$ cat src/sv/max_heap_priority_queue_defines.svh
// Assertion macros for the max-heap priority queue.
// Used by the top level; expects clk and rst in scope at the point of use.
`ifndef MAX_HEAP_PRIORITY_QUEUE_DEFINES_SVH
`define MAX_HEAP_PRIORITY_QUEUE_DEFINES_SVH

// Consequent checked in the same cycle as the antecedent.
`define MHPQ_ASSERT_SAME(label, ante, cons, msg) \
  label: assert property (@(posedge clk) disable iff (rst) (ante) |-> (cons)) else $error(msg);

// Consequent checked in the cycle after the antecedent.
`define MHPQ_ASSERT_NEXT(label, ante, cons, msg) \
  label: assert property (@(posedge clk) disable iff (rst) (ante) |=> (cons)) else $error(msg);

`endif

$ cat src/sv/mhpq_pkg.sv
// Shared types and constants for the max-heap priority queue.
// No dependencies.
`default_nettype none

package mhpq_pkg;

  localparam int CAP_W = 7;
  localparam logic [CAP_W-1:0] CAP_RESET = 7'd64;

  localparam logic REG_CAPACITY = 1'b0;

  localparam logic KIND_INSERT = 1'b0;
  localparam logic KIND_DELETE = 1'b1;

  typedef enum logic [1:0] {
    STATUS_DONE  = 2'd0,
    STATUS_FULL  = 2'd1,
    STATUS_EMPTY = 2'd2
  } status_t;

endpackage

`default_nettype wire

$ cat src/sv/max_heap_priority_queue.sv
// Binary max-heap priority queue over one synchronous memory with APB configuration.
// Depends on mhpq_pkg and max_heap_priority_queue_defines.svh.
//
// An operation is transferred at a clock edge with start high and busy low; its result is
// shown for one cycle with done high and cannot be held off. A refused operation, an insert
// into an empty heap and a delete that leaves the heap empty finish from idle, with done high
// in the cycle after the transfer. An insert reads the parent, then takes one S_UP step per
// level the value climbs (plus an S_PLACE write if it reaches the root); a delete reads the
// last entry in S_LOAD, then one S_DOWN step per level it descends. Heap reads are registered.
`default_nettype none

module max_heap_priority_queue #(
  parameter int HEAP_DEPTH  = 64,
  parameter int VALUE_WIDTH = 32
) (
  input  wire logic                                 clk,
  input  wire logic                                 rst,
  input  wire logic                                 start,
  output logic                                      busy,
  input  wire logic                                 kind,
  input  wire logic signed [VALUE_WIDTH-1:0]        value,
  output logic                                      done,
  output logic [1:0]                                status,
  output logic signed [VALUE_WIDTH-1:0]             top_value,
  output logic                                      top_valid,
  output logic [$clog2(HEAP_DEPTH+1)-1:0]           entry_count,
  input  wire logic                                 psel,
  input  wire logic                                 penable,
  input  wire logic                                 pwrite,
  input  wire logic [2:0]                           paddr,
  input  wire logic [31:0]                          pwdata,
  output logic [31:0]                               prdata,
  output logic                                      pready
);

  localparam int AW = $clog2(HEAP_DEPTH);
  localparam int CW = $clog2(HEAP_DEPTH+1);
  localparam int IW = AW + 2;
  localparam int LW = (CW > mhpq_pkg::CAP_W) ? CW : mhpq_pkg::CAP_W;

  typedef enum logic [2:0] {
    S_IDLE,
    S_LOAD,
    S_UP,
    S_DOWN,
    S_PLACE
  } state_t;

  logic signed [VALUE_WIDTH-1:0] mem [HEAP_DEPTH];
  logic signed [VALUE_WIDTH-1:0] rd_a;
  logic signed [VALUE_WIDTH-1:0] rd_b;
  logic [AW-1:0]                 rd_addr_a;
  logic [AW-1:0]                 rd_addr_b;
  logic                          we;
  logic [AW-1:0]                 waddr;
  logic signed [VALUE_WIDTH-1:0] wdata;

  state_t                        state, state_next;
  logic [CW-1:0]                 count, count_next;
  logic [AW-1:0]                 idx, idx_next;
  logic signed [VALUE_WIDTH-1:0] hold, hold_next;
  logic signed [VALUE_WIDTH-1:0] root;
  mhpq_pkg::status_t             result_status, result_status_next;
  logic                          done_next;
  logic [mhpq_pkg::CAP_W-1:0]    capacity_limit;

  logic                          full;
  logic [CW-1:0]                 cnt_m1;
  logic [CW-1:0]                 cnt_half;
  logic [AW-1:0]                 idx_m1;
  logic [AW-1:0]                 par;
  logic [AW-1:0]                 par_m1;
  logic [AW-1:0]                 grand;
  logic [IW-1:0]                 left_i;
  logic [IW-1:0]                 right_i;
  logic [IW-1:0]                 count_ext;
  logic                          go_left;
  logic                          go_right;
  logic signed [VALUE_WIDTH-1:0] best_val;
  logic [AW-1:0]                 child;
  logic [IW-1:0]                 gc_left;
  logic [IW-1:0]                 gc_right;

  assign full = (LW'(count) >= LW'(capacity_limit)) || (LW'(count) >= LW'(HEAP_DEPTH));

  assign cnt_m1   = count - CW'(1);
  assign cnt_half = cnt_m1 >> 1;
  assign idx_m1   = idx - AW'(1);
  assign par      = idx_m1 >> 1;
  assign par_m1   = par - AW'(1);
  assign grand    = par_m1 >> 1;

  assign left_i    = {1'b0, idx, 1'b1};
  assign right_i   = left_i + IW'(1);
  assign count_ext = IW'(count);
  assign go_left   = (left_i < count_ext) && (hold < rd_a);
  assign best_val  = go_left ? rd_a : hold;
  assign go_right  = (right_i < count_ext) && (best_val < rd_b);
  assign child     = go_right ? right_i[AW-1:0] : left_i[AW-1:0];
  assign gc_left   = {1'b0, child, 1'b1};
  assign gc_right  = gc_left + IW'(1);

  always_comb begin
    state_next         = state;
    count_next         = count;
    idx_next           = idx;
    hold_next          = hold;
    result_status_next = result_status;
    done_next          = 1'b0;
    rd_addr_a          = '0;
    rd_addr_b          = '0;
    we                 = 1'b0;
    waddr              = idx;
    wdata              = hold;
    unique case (state)
      S_IDLE: begin
        if (start) begin
          if (kind == mhpq_pkg::KIND_INSERT) begin
            if (full) begin
              result_status_next = mhpq_pkg::STATUS_FULL;
              done_next          = 1'b1;
            end else begin
              result_status_next = mhpq_pkg::STATUS_DONE;
              count_next         = count + CW'(1);
              hold_next          = value;
              idx_next           = count[AW-1:0];
              if (count == '0) begin
                we        = 1'b1;
                waddr     = '0;
                wdata     = value;
                done_next = 1'b1;
              end else begin
                rd_addr_a  = cnt_half[AW-1:0];
                state_next = S_UP;
              end
            end
          end else begin
            if (count == '0) begin
              result_status_next = mhpq_pkg::STATUS_EMPTY;
              done_next          = 1'b1;
            end else begin
              result_status_next = mhpq_pkg::STATUS_DONE;
              count_next         = cnt_m1;
              if (count == CW'(1)) begin
                done_next = 1'b1;
              end else begin
                rd_addr_a  = cnt_m1[AW-1:0];
                state_next = S_LOAD;
              end
            end
          end
        end
      end
      S_LOAD: begin
        hold_next  = rd_a;
        idx_next   = '0;
        rd_addr_a  = AW'(1);
        rd_addr_b  = AW'(2);
        state_next = S_DOWN;
      end
      S_UP: begin
        we = 1'b1;
        if (hold > rd_a) begin
          wdata    = rd_a;
          idx_next = par;
          if (par == '0) begin
            state_next = S_PLACE;
          end else begin
            rd_addr_a  = grand;
          end
        end else begin
          done_next  = 1'b1;
          state_next = S_IDLE;
        end
      end
      S_DOWN: begin
        we = 1'b1;
        if (go_left || go_right) begin
          wdata     = go_right ? rd_b : rd_a;
          idx_next  = child;
          rd_addr_a = gc_left[AW-1:0];
          rd_addr_b = gc_right[AW-1:0];
        end else begin
          done_next  = 1'b1;
          state_next = S_IDLE;
        end
      end
      S_PLACE: begin
        we         = 1'b1;
        done_next  = 1'b1;
        state_next = S_IDLE;
      end
      default: begin
        state_next = S_IDLE;
      end
    endcase
  end

  always_ff @(posedge clk) begin
    if (we) begin
      mem[waddr] <= wdata;
    end
    rd_a <= mem[rd_addr_a];
    rd_b <= mem[rd_addr_b];
  end

  always_ff @(posedge clk) begin
    if (rst) begin
      state <= S_IDLE;
      count <= '0;
      done  <= 1'b0;
    end else begin
      state <= state_next;
      count <= count_next;
      done  <= done_next;
    end
    idx           <= idx_next;
    hold          <= hold_next;
    result_status <= result_status_next;
    if (we && waddr == '0) begin
      root <= wdata;
    end
  end

  always_ff @(posedge clk) begin
    if (rst) begin
      capacity_limit <= mhpq_pkg::CAP_RESET;
    end else if (psel && penable && pwrite && paddr[2] == mhpq_pkg::REG_CAPACITY) begin
      capacity_limit <= pwdata[mhpq_pkg::CAP_W-1:0];
    end
  end

  assign prdata = (paddr[2] == mhpq_pkg::REG_CAPACITY) ? 32'(capacity_limit) : '0;
  assign pready = 1'b1;

  assign busy        = (state != S_IDLE);
  assign status      = result_status;
  assign top_valid   = (count != '0);
  assign top_value   = top_valid ? root : '0;
  assign entry_count = count;

`include "max_heap_priority_queue_defines.svh"

  `MHPQ_ASSERT_NEXT(a_accept_progress, start && !busy, busy || done, "transfer lost")
  `MHPQ_ASSERT_SAME(a_count_bound, done, count <= CW'(HEAP_DEPTH), "count above depth")
  `MHPQ_ASSERT_SAME(a_full_keeps, done && result_status == mhpq_pkg::STATUS_FULL,
    $stable(count), "refused insert changed count")
  `MHPQ_ASSERT_SAME(a_empty_count, done && result_status == mhpq_pkg::STATUS_EMPTY,
    count == '0, "empty refusal with entries")

endmodule

`default_nettype wire
$ cat config.mk
export PLATFORM = sky130hd
export DESIGN_NAME = max_heap_priority_queue
export DESIGN_NICKNAME = d
export VERILOG_FILES = /design/src/sv/mhpq_pkg.sv /design/src/sv/max_heap_priority_queue.sv
export VERILOG_INCLUDE_DIRS = /design/src /design/src/sv
export SDC_FILE = /design/constraint.sdc
export NUM_CORES = 2
export LEC_CHECK = 0
export BUFFER_PORTS_ARGS = -buffer_cell sky130_fd_sc_hd__buf_2
export CAP_MARGIN = 15
export CORE_MARGIN = 1
export CORE_UTILIZATION = 35
export CTS_BUF_LIST = sky130_fd_sc_hd__clkbuf_4 sky130_fd_sc_hd__clkbuf_8
export DETAILED_ROUTE_END_ITERATION = 12
export GPL_TIMING_DRIVEN = 0
export PLACE_DENSITY_LB_ADDON = 0.05
export SYNTH_ARGS = -nofsm -noshare
export SYNTH_HDL_FRONTEND = slang
export SYNTH_SLANG_ARGS = --single-unit
$ cat constraint.sdc
create_clock -name clk -period 26.9 [get_ports clk]
set_clock_uncertainty 0.2 [all_clocks]
set_input_delay 2.69 -clock clk [delete_from_list [all_inputs] [get_ports clk]]
set_output_delay 2.69 -clock clk [all_outputs]
set_load 0.05 [all_outputs]
==> summary.txt <==
ys flop type: edfxtp_1
largest net degree at the start of global routing: 65
initial DRC count: 12,900
PortBufs: 96
CTS Buffer Depth: 4
worst reg2reg path depth: 30
Met3 Routed Length: 68.9 mm
Hold Vio Cnt, Final: 0
Max Cap Viol: 0
syn_area_per_cell: 12.1 µm²
GR Overflow Total: 0
CP max-delay cell: clkbuf_1
DRT Wirelength: 560 mm
reg2reg start: rd_a[26]$_DFF_P_
clk sink count: 2,202
Post-CTS Repair Setup Buffers: 0
Initial DRT Pass Iterations: 6
crit path max fanout: 10
Hold Buf Count CTS: 0
Top Metal Used: met5
crit path launch type: register
core area: 0.280 mm²
# DRC: 0
Boundary Pins: 151
RePlAce Congestion: 1.05
Max Clock Freq: 73.1 MHz
initial antenna violation count: 107
Critical Path AT: 14.44 ns
R2R Setup Slk: 13.22 ns
TritonCTS buffer count: 404
antenna viol nets, final: 0
total number of vias: 80,800
sequential cell area fraction in the yosys report: 66.1%
status: finished, final reports clean
H-tree depth: 5
clock root cell: clkbuf_8
Row Count: 194
post-CTS sizing: 0
cell count after placement: 12,300
period utilization: 50.8%
Cells after Synth: 8,169
pre-CTS setup slack: 13.90 ns
Initial Utilization: 35.3%
Largest stage delay, worst path: 0.99 ns
Worst setup endpoint: rd_a[18]$_DFF_P_
Most common cell on crit path: clkbuf_1
clk_lat worst skew: 1.15 ns
worst relative slew slack: 1.63%
GRT Total Usage: 38.4%
crit path from: rd_a[26]$_DFF_P_
most frequent cells in the layout: edfxtp_1 (2,120), nand2_1 (1,986), nand3_1 (601)
asr flop ratio synth: 0%
worst setup margin: 13.22 ns
die area: 0.284 mm²
critical path capture point type: register
sum of negative setup slack: 0 ns
Cell variety after synth: 94
R2R Path End: rd_a[18]$_DFF_P_
ranking of synthesized cells by area: edfxtp_1 (64%), nand2_1 (7.5%), mux2i_1 (4.1%)
unrepaired setup endpoints after global routing: no
number of global-route vias before repair: 74,300
share of the synthesized area in the top cell type: 64.5%
Post-DP HPWL: 421 mm
Synth Warn #: 0
number of flops mapped to enable cells by yosys: 2,120
post-route insts no fill: 13,000
CP Class: reg2reg
Reg clk slew, reported paths: 0.06 ns
DR WL/cell: 42.9 µm
met1 wire length: 223 mm
Tmin final: 13.68 ns
most common cell after layout, fill and taps aside: edfxtp_1
worst slew pin tran: 1.48 ns
Synth Cell Area: 0.0988 mm²
Die X: 533 µm
Slew Limit Fails: 0
CP Data Required Time: 27.66 ns
P&R area growth vs syn: 19.2%
CTS tree: built
area leader, netlist: edfxtp_1
Final nets: 9,107
first-pass GRT wire length: 720 mm
Vias per Instance: 6.20
endpoints failing setup: 0
Yosys reg bits: 2,202
Die Y: 533 µm
layout cells sized above 1: 16.2%
Hold Path Class: reg2reg
metal2 WL: 226 mm
flip-flops by register name (all words and copies together) (netlist names):
| name | cells |
|---|---|
| capacity_limit | 7 |
| mem | 2048 |
| done | 1 |
| hold | 32 |
| state | 3 |
| status | 2 |
| rd_a | 32 |
| rd_b | 32 |
| entry_count | 7 |
| idx | 6 |
| root | 32 |
synth_stat cells (all sizes together) (23+ instances only):
library cell and count:
nor3 26, o21ai 256, o22ai 162, ha 90, a22oi 23, dfxtp 82, a221oi 92, buf 272
a211oi 103, mux2i 409, or3 26, a32o 31, a21boi 28, clkbuf 349, mux4 62, and3 73
and2 39, a31oi 179, nand3 604, nor2 147, a221o 29, nor4 28, inv 92, nand2 1988
edfxtp 2120, a21oi 554, a311oi 50
critical path, delay by kind of cell, from the launching register on:
family	cells	cell delay (ns)
AO/OA/AOI/OAI	12	4.99
flip-flops	1	0.66
AND/OR/NAND/NOR	6	1.97
adder cells (fa/ha/maj)	3	1.27
buffers and inverters	9	4.35
routing by layer:
metal	track usage, %	up-vias
met5	0.400	-
li1	-	32300
met1	51.1	41300
met2	53.5	5846
met4	24.7	60
met3	12.5	1396
final cells by class:
class	count	area, µm²
Fill cell	26600	162000
Sequential cell	2202	65300
Multi-Input combinational cell	5277	31700
Clock buffer	572	6970
Timing Repair Buffer	344	4930
Tap cell	3724	4660
Buffer	621	2720
Clock inverter	152	915
Inverter	93	349
Antenna cell	57	143
worst min-delay path by stage:
| stage | slack, ns | end | cells after the start | start |
|---|---|---|---|---|
| 6_report | 0.27 | capacity_limit[6]$_SDFFE_PP1P_ | 1 | capacity_limit[6]$_SDFFE_PP1P_ |
| 5_1_grt | 0.32 | capacity_limit[6]$_SDFFE_PP1P_ | 1 | capacity_limit[6]$_SDFFE_PP1P_ |
| 4_1_cts | 0.28 | capacity_limit[6]$_SDFFE_PP1P_ | 1 | capacity_limit[6]$_SDFFE_PP1P_ |
| 3_5_place_dp | 0.26 | capacity_limit[6]$_SDFFE_PP1P_ | 1 | capacity_limit[6]$_SDFFE_PP1P_ |
| 3_3_place_gp | 0.25 | capacity_limit[6]$_SDFFE_PP1P_ | 1 | capacity_limit[6]$_SDFFE_PP1P_ |
| 2_1_floorplan | 0.24 | capacity_limit[6]$_SDFFE_PP1P_ | 1 | capacity_limit[6]$_SDFFE_PP1P_ |
metrics by stage:
stage	instance area (µm²)	hold WS [ns]	util, %
final	118000	0.267	42.1
after global routing	118000	0.317	42.0
after CTS	117000	0.275	42.0
after detailed placement	110000	0.263	39.1
after global placement	104000	0.251	37.2
after floorplan	98800	0.235	-
logic make-up (layout without fill, tap and decap cells):
kind of cell / Yosys count / after routing / share of synthesized area (%)
compound gates: 1654 / 1654 / 10.9
xor+xnor: 20 / 20 / 0.177
fa+ha+maj: 90 / 90 / 1.14
buf+inv: 714 / 1782 / 3.08
flops: 2202 / 2202 / 66.1
mux: 477 / 477 / 5.63
other cells: 2 / 83 / 0.00760
simple gates: 3010 / 3010 / 13.0
Power is left out: the tool's default activity adds up to more than one toggle a clock period on the data nets, which glitch-free logic cannot reach.
